File: config.mk
export PLATFORM = sky130hd
export DESIGN_NAME = bfth_hash
export DESIGN_NICKNAME = d
export VERILOG_FILES = /design/src/sv/bfth_pkg.sv /design/src/sv/bfth_hash.sv
export SDC_FILE = /design/constraint.sdc
export NUM_CORES = 1
export LEC_CHECK = 0
export BUFFER_PORTS_ARGS = -buffer_cell sky130_fd_sc_hd__buf_2
export CAP_MARGIN = 20
export CORE_ASPECT_RATIO = 1.25
export CORE_MARGIN = 1
export CORE_UTILIZATION = 40
export CTS_BUF_LIST = sky130_fd_sc_hd__clkbuf_8
export DETAILED_ROUTE_END_ITERATION = 10
export PLACE_DENSITY = 0.65
export RECOVER_POWER = 25
export SETUP_SLACK_MARGIN = 0.02
export SLEW_MARGIN = 10
export SYNTH_ARGS = -nofsm -noshare
export SYNTH_HDL_FRONTEND = slang
export SYNTH_SLANG_ARGS = --single-unit
File: constraint.sdc
create_clock -name i_clk -period 3 [get_ports i_clk]
set_clock_uncertainty 0.2 [all_clocks]
set_input_delay 0 -clock i_clk [delete_from_list [all_inputs] [get_ports i_clk]]
set_output_delay 0 -clock i_clk [all_outputs]
set_load 0.1 [all_outputs]
File: src/sv/bfth_pkg.sv
`timescale 1ns / 1ps

package bfth_pkg;

    // default bit table size, must be a power of two
    localparam int unsigned TABLE_ENTRIES_DEF = 4096;

    localparam int unsigned CH_W = 7;

    // hash start values before masking to the table index width
    localparam logic [31:0] SHIFT_SEED = 32'd32;
    localparam logic [31:0] XOR_SEED   = 32'd1315423911;

    // command carried on the input tuser
    localparam logic CMD_INSERT = 1'b0;
    localparam logic CMD_QUERY  = 1'b1;

    typedef struct packed {
        logic            absorb;   // fold ch into all three hashes
        logic            restart;  // return hashes to their start values
        logic [CH_W-1:0] ch;
    } t_hash_ctl;

endpackage

File: src/sv/bfth_hash.sv
`timescale 1ns / 1ps

module bfth_hash
    import bfth_pkg::*;
#(
    parameter int unsigned IDX_W = 12
) (
    input  logic             i_clk,
    input  logic             i_rst_n,
    input  t_hash_ctl        i_ctl,
    output logic [IDX_W-1:0] o_idx_shift,
    output logic [IDX_W-1:0] o_idx_xor,
    output logic [IDX_W-1:0] o_idx_sdbm
);

    localparam int unsigned XW = IDX_W + CH_W;

    logic [IDX_W-1:0] r_shift, n_shift;
    logic [IDX_W-1:0] r_power, n_power;
    logic [IDX_W-1:0] r_xor, n_xor;
    logic [IDX_W-1:0] r_sdbm, n_sdbm;

    logic [XW-1:0] w_ch;
    logic [XW-1:0] w_prod;
    logic [XW-1:0] w_xmix;
    logic [XW-1:0] w_sdbm;

    assign w_ch   = {{IDX_W{1'b0}}, i_ctl.ch};
    // 7 x IDX_W product, low bits are all that survive the mask
    assign w_prod = w_ch * {{CH_W{1'b0}}, r_power};
    assign w_xmix = ({{CH_W{1'b0}}, r_xor} << 5) + w_ch + ({{CH_W{1'b0}}, r_xor} >> 2);
    assign w_sdbm = w_ch + ({{CH_W{1'b0}}, r_sdbm} << 6) + ({{CH_W{1'b0}}, r_sdbm} << 16)
                    - {{CH_W{1'b0}}, r_sdbm};

    always_comb begin
        n_shift = r_shift;
        n_power = r_power;
        n_xor   = r_xor;
        n_sdbm  = r_sdbm;
        if (i_ctl.restart) begin
            n_shift = '0;
            n_power = SHIFT_SEED[IDX_W-1:0];
            n_xor   = XOR_SEED[IDX_W-1:0];
            n_sdbm  = '0;
        end else if (i_ctl.absorb) begin
            n_shift = r_shift + w_prod[IDX_W-1:0];
            n_power = r_power << 5;
            n_xor   = r_xor ^ w_xmix[IDX_W-1:0];
            n_sdbm  = w_sdbm[IDX_W-1:0];
        end
    end

    always_ff @(posedge i_clk) begin
        if (!i_rst_n) begin
            r_shift <= '0;
            r_power <= SHIFT_SEED[IDX_W-1:0];
            r_xor   <= XOR_SEED[IDX_W-1:0];
            r_sdbm  <= '0;
        end else begin
            r_shift <= n_shift;
            r_power <= n_power;
            r_xor   <= n_xor;
            r_sdbm  <= n_sdbm;
        end
    end

    assign o_idx_shift = r_shift;
    assign o_idx_xor   = r_xor;
    assign o_idx_sdbm  = r_sdbm;

endmodule

==> results of run 1 <==
through the flow:
stage	total power, mW	area [sq um]	setup WS, ns	hold slack (ns)
after global placement	1.44	3120	0.236	0.218
after detailed placement	1.45	3120	0.212	0.223
after global routing	1.98	3220	0.129	0.0305
final	1.86	3220	0.289	0.00502
after CTS	1.87	3230	0.194	0.0244
after floorplan	1.30	2870	0.0375	0.0530
power by group through the flow:
stage	Clock, mW	Combinational (mW)	Sequential (mW)
after floorplan	0	0.538	0.758
after global placement	0	0.909	0.526
after detailed placement	0	0.922	0.526
after CTS	0.428	0.930	0.516
after global routing	0.447	1.01	0.522
final	0.421	0.926	0.516
final cells by class:
class                   instances  area [sq um]  share of cell area
clock buffers                   5          68.8              0.0214
well taps                      87           109              0.0338
clock inverters                 3          38.8              0.0120
repair buffers                 45           218              0.0676
inverters                      19          71.3              0.0222
flip-flops and latches         33           682               0.212
multi-input cells             260          2030               0.631
cell families after synthesis:
family                   after synthesis  synth area share
other                                  1           0.00133
AO/OA/AOI/OAI                         76             0.186
buffers and inverters                 36            0.0553
adder cells (fa/ha/maj)               51             0.241
XOR/XNOR                              21            0.0650
multiplexers                          16            0.0566
flip-flops                            33             0.234
AND/OR/NAND/NOR                       91             0.161
routing by layer:
metal / global-route usage / up-vias
li1: - / 1237
met5: 0 / -
met2: 0.360 / 52
met1: 0.217 / 1142
met4: 0.0739 / 0
met3: 0.0341 / 17
registers in the layout (all words and copies together) (netlist names):
register,count
o_idx_xor,12
o_idx_sdbm,12
r_power,2
o_idx_shift,7
Yosys cell counts (2+ instances only):
master,instances
ha_1,45
dfxtp_1,33
nor2_1,28
inv_1,19
nand2_1,18
xnor2_1,18
a21oi_1,17
mux2i_1,16
o21ai_0,13
nor3_1,12
a211oi_1,8
a21o_1,8
clkbuf_1,8
and2_1,7
fa_1,6
buf_4,5
nand2b_1,5
and3_1,4
a211o_1,3
nand3_1,3
nand4b_1,3
nor2b_1,3
o21ai_1,3
o21bai_1,3
xor2_1,3
a211oi_2,2
a32oi_1,2
buf_1,2
buf_2,2
nand4_1,2
o31ai_1,2
path summary, 6_finish.rpt:
check | startpoint | end | depth (start not counted)
worst max-delay path | o_idx_xor[3] | o_idx_xor[11] | 9
worst min register to register | o_idx_xor[11] | o_idx_xor[11] | 2
worst min-delay path | i_ctl[7] | o_idx_sdbm[7] | 4
worst max register to register | o_idx_xor[3] | o_idx_xor[11] | 9
layout by cell type, fill, tap and decap left out, types with 16 or more instances in the layout:
master	netlist	routed
nor2_1	28	28
ha_1	45	45
a21oi_1	17	17
mux2i_1	16	16
dfxtp_1	33	18
xnor2_1	18	18
inv_1	19	20
buf_2	2	28
nand2_1	18	18
worst max-delay path, stage by stage (launching register included):
cell,delay (ns)
dfxtp_2,0.36
ha_1,0.28
ha_1,0.25
fa_1,0.45
a211oi_2,0.23
o21bai_1,0.15
o22ai_2,0.22
o21ai_1,0.10
mux2i_1,0.21
mux2i_1,0.19
timing repair:
item | in CTS | in global routing
endpoints found under the setup margin | 0 | 1
resized for setup | 0 | 1
hold endpoints to repair | 1 | 0
hold buffers | 1 | 0
==> out/summary.txt, run 1 <==
DRC -> 0
ant diodes -> 0
DP HPWL -> 5.17 mm
Final Hold Fails -> 0
CTS tree -> yes
top sig layer -> met4
min cycle time layout -> 2.71 ns
Slew headroom -> 0.192
Seq cells post-synth -> 33
Post-synth EDFFs -> 0
TritonCTS Buffers -> 5
unrepaired setup endpoints after global routing -> false
drt pass-1 iters -> 4
VDD IR max -> 0.000387 V
top cell type by total area after synthesis -> dfxtp_1
CP required -> 3.02 ns
outcome -> complete, no violations
residual overflow from global routing -> 0
Avg Cell Area, Syn -> 8.70 sq um
wire length per cell -> 15.0 microns
first-pass GRT wire length -> 11.1 mm
Mapped Area -> 2830 sq um
die area -> 7420 sq um
final setup violation count -> 0
final non-filler cell total -> 452
largest net degree at the start of global routing -> 46
Vias/cell -> 5.42
# rows -> 33
Die Y -> 96.0 microns
Synth area leaders -> dfxtp_1 23%, ha_1 20%, mux2i_1 5.7%
CP arrival -> 2.73 ns
power density cells -> 579 nW/um^2
met2 wire length -> 3.39 mm
sequential-to-total area share from yosys stat -> 0.234
CTS max path bufs -> 2
overall routing resource usage -> 0.193
final cycle utilization of the critical path -> 0.904
vias in the first global route -> 2378
Core Area -> 6690 sq um
Gate Count Post-Synth -> 325
clk slew on worst S/H paths -> 0.08 ns
Starting Density -> 0.423
CP Max Fanout -> 4
routed wl met3 -> 224 microns
Worst setup EP type -> flip-flop
share of layout cells above drive strength 1 -> 0.162
setup TNS -> 0 ns
Net Sw Power -> 0.835 mW
Root Buffer Master -> clkbuf_8
Routed Antenna Nets -> 0
asr flop ratio synth -> 0
Final Util -> 0.481
Cells after DPL -> 443
cell leakage power -> 1.49 nW
initial antenna violation count -> 0
Clk network pwr share -> 0.226
Sw Ratio -> 0.448
width of the die -> 77.2 microns
Worst R2R Setup Slack -> 0.29 ns
post-CTS setup buffer count -> 0
Most used DFF post-synth -> dfxtp_1
YS warnings -> 0
Placer Congestion -> 0.808
Iteration-0 DRC Markers -> 107
Slew @ Worst Pin -> 1.22 ns
port buffer count -> 41
Gate power share -> 0.497
routed vias -> 2448
met1 wire length -> 3.02 mm
Sinks on Clock Net -> 33
Hold Path Class -> input port to flip-flop
Max Cap Viol -> 0
internal power -> 1.03 mW
share of Yosys cell area claimed by the top area cell type -> 0.234
nets -> 426
Yosys cell types -> 53
Clk Latency, worst-skew pair -> 0.29 ns
filler cell count -> 677
htree depth -> 2
CP Launch Type -> flip-flop
Area growth syn-to-layout -> 13.8%
Seq pwr share -> 0.277
WS Path Type -> flip-flop to flip-flop
Slew Limit Fails -> 0
total detailed-routing wirelength -> 6.80 mm
maximum clock rate -> 0.369 GHz
I/O pin count -> 47
Power figures use the tool's default switching activity.
==> run 2: changes to the inputs <==
Settings changed: REMOVE_ABC_BUFFERS set to 1.
==> out/summary.txt, run 2 (synthesis results as in run 1) <==
drt pass-1 iters -> 4
Root Buffer Master -> clkbuf_8
Hold Path Class -> input port to flip-flop
maximum clock rate -> 0.360 GHz
residual overflow from global routing -> 0
routed vias -> 2429
# rows -> 33
Slew headroom -> 0.212
nets -> 429
initial antenna violation count -> 0
Worst setup EP type -> flip-flop
Clk Latency, worst-skew pair -> 0.29 ns
first-pass GRT wire length -> 11.0 mm
total detailed-routing wirelength -> 6.53 mm
Core Area -> 6690 sq um
Area growth syn-to-layout -> 13.2%
Slew Limit Fails -> 0
Min Hold Slack -> 0.0367 ns
CP Buf/Inv Count -> 1
width of the die -> 77.2 microns
Die Y -> 96.0 microns
commonest cells after routing, fill and taps aside -> 45 x ha_1, 33 x dfxtp_1, 28 x nor2_1
clk slew on worst S/H paths -> 0.08 ns
DRC -> 0
ant diodes -> 0
CP Max Fanout -> 4
Placer Congestion -> 0.778
min cycle time layout -> 2.77 ns
Slew @ Worst Pin -> 1.19 ns
share of layout cells above drive strength 1 -> 0.117
Iteration-0 DRC Markers -> 65
Vias/cell -> 5.35
pre-CTS setup slack -> 0.182 ns
DP HPWL -> 4.98 mm
VDD IR max -> 0.000309 V
Routed Antenna Nets -> 0
area post-placement -> 3110 sq um
overall power consumption -> 1.78 mW
Final WS setup -> 0.225 ns
final setup violation count -> 0
Max Cap Viol -> 0
outcome -> complete, no violations
final non-filler cell total -> 454
final cycle utilization of the critical path -> 0.925
overall routing resource usage -> 0.190
I/O pin count -> 47
Cells after DPL -> 445
Layout Cell Area excl Fill -> 3200 sq um
vias in the first global route -> 2382
wire length per cell -> 14.4 microns
post-CTS setup buffer count -> 0
CP required -> 2.97 ns
crit-path cells -> inv_1 > ha_1 > ha_1 > fa_1 > a211oi_2 > o21bai_2 > a31oi_1 > mux2i_1 > xnor2_1 > nor2_1
TritonCTS Buffers -> 5
Sinks on Clock Net -> 33
Final Hold Fails -> 0
unrepaired setup endpoints after global routing -> false
CP Launch Type -> flip-flop
power density cells -> 557 nW/um^2
CTS max path bufs -> 2
WS Path Type -> flip-flop to flip-flop
Critical-path top delay cell -> fa_1
most common cell after layout, fill and taps aside -> ha_1
largest net degree at the start of global routing -> 46
CP dominant cell by count -> ha_1
cell leakage power -> 1.48 nW
crit-path max cell delay -> 0.43 ns
Starting Density -> 0.423
port buffer count -> 41
cell family with most CP delay -> adder cells
die area -> 7420 sq um
filler cell count -> 686
htree depth -> 2
CP arrival -> 2.75 ns
CTS tree -> yes
[run 2: metrics by stage]
step,util,setup TNS [ns]
3_5_place_dp,0.465,0
6_report,0.479,0
2_1_floorplan,-,-1.81
5_1_grt,0.479,0
4_1_cts,0.481,0
3_3_place_gp,0.465,0
[run 2: routing by layer]
metal	global-route usage	vias up	routed length, microns
li1	-	1236	-
met1	0.213	1127	2870
met2	0.357	52	3280
met3	0.0303	14	232
met4	0.0770	0	153
met5	0	-	0
[run 2: final timing paths]
check	from	to	slack [ns]	cells after the start
max	o_idx_sdbm[1]	o_idx_sdbm[11]	0.23	10
min	i_rst_n	o_idx_xor[5]	0.04	4
max reg2reg	o_idx_sdbm[1]	o_idx_sdbm[11]	0.23	10
min reg2reg	o_idx_sdbm[7]	o_idx_sdbm[7]	0.29	2
[run 2: area by class of cell]
class	count	area (sq um)	area share
Multi-Input combinational cell	260	2030	0.635
Sequential cell	33	661	0.206
Inverter	19	71.3	0.0223
Clock inverter	1	3.75	0.00117
Tap cell	87	109	0.0340
Clock buffer	6	82.6	0.0258
Timing Repair Buffer	48	243	0.0758
[run 2: worst register-to-register path: cells and delay by family, from the launching register on]
kind,cells,cell delay (ns)
AO/OA/AOI/OAI,3,0.64
XOR/XNOR,1,0.14
buffers and inverters,1,0.06
AND/OR/NAND/NOR,1,0.05
flip-flops,1,0.38
adder cells (fa/ha/maj),3,0.93
multiplexers,1,0.26
[run 2: what timing repair did]
action	in CTS	in global routing
hold buffers	2	0
gates resized for setup	0	1
endpoints found under the setup margin	0	1
hold endpoints to repair	6	0
[run 2: power by group]
group          switching, mW  internal [mW]
Sequential            0.0348          0.473
Combinational          0.618          0.310
Clock                  0.169          0.179
Total                  0.822          0.962
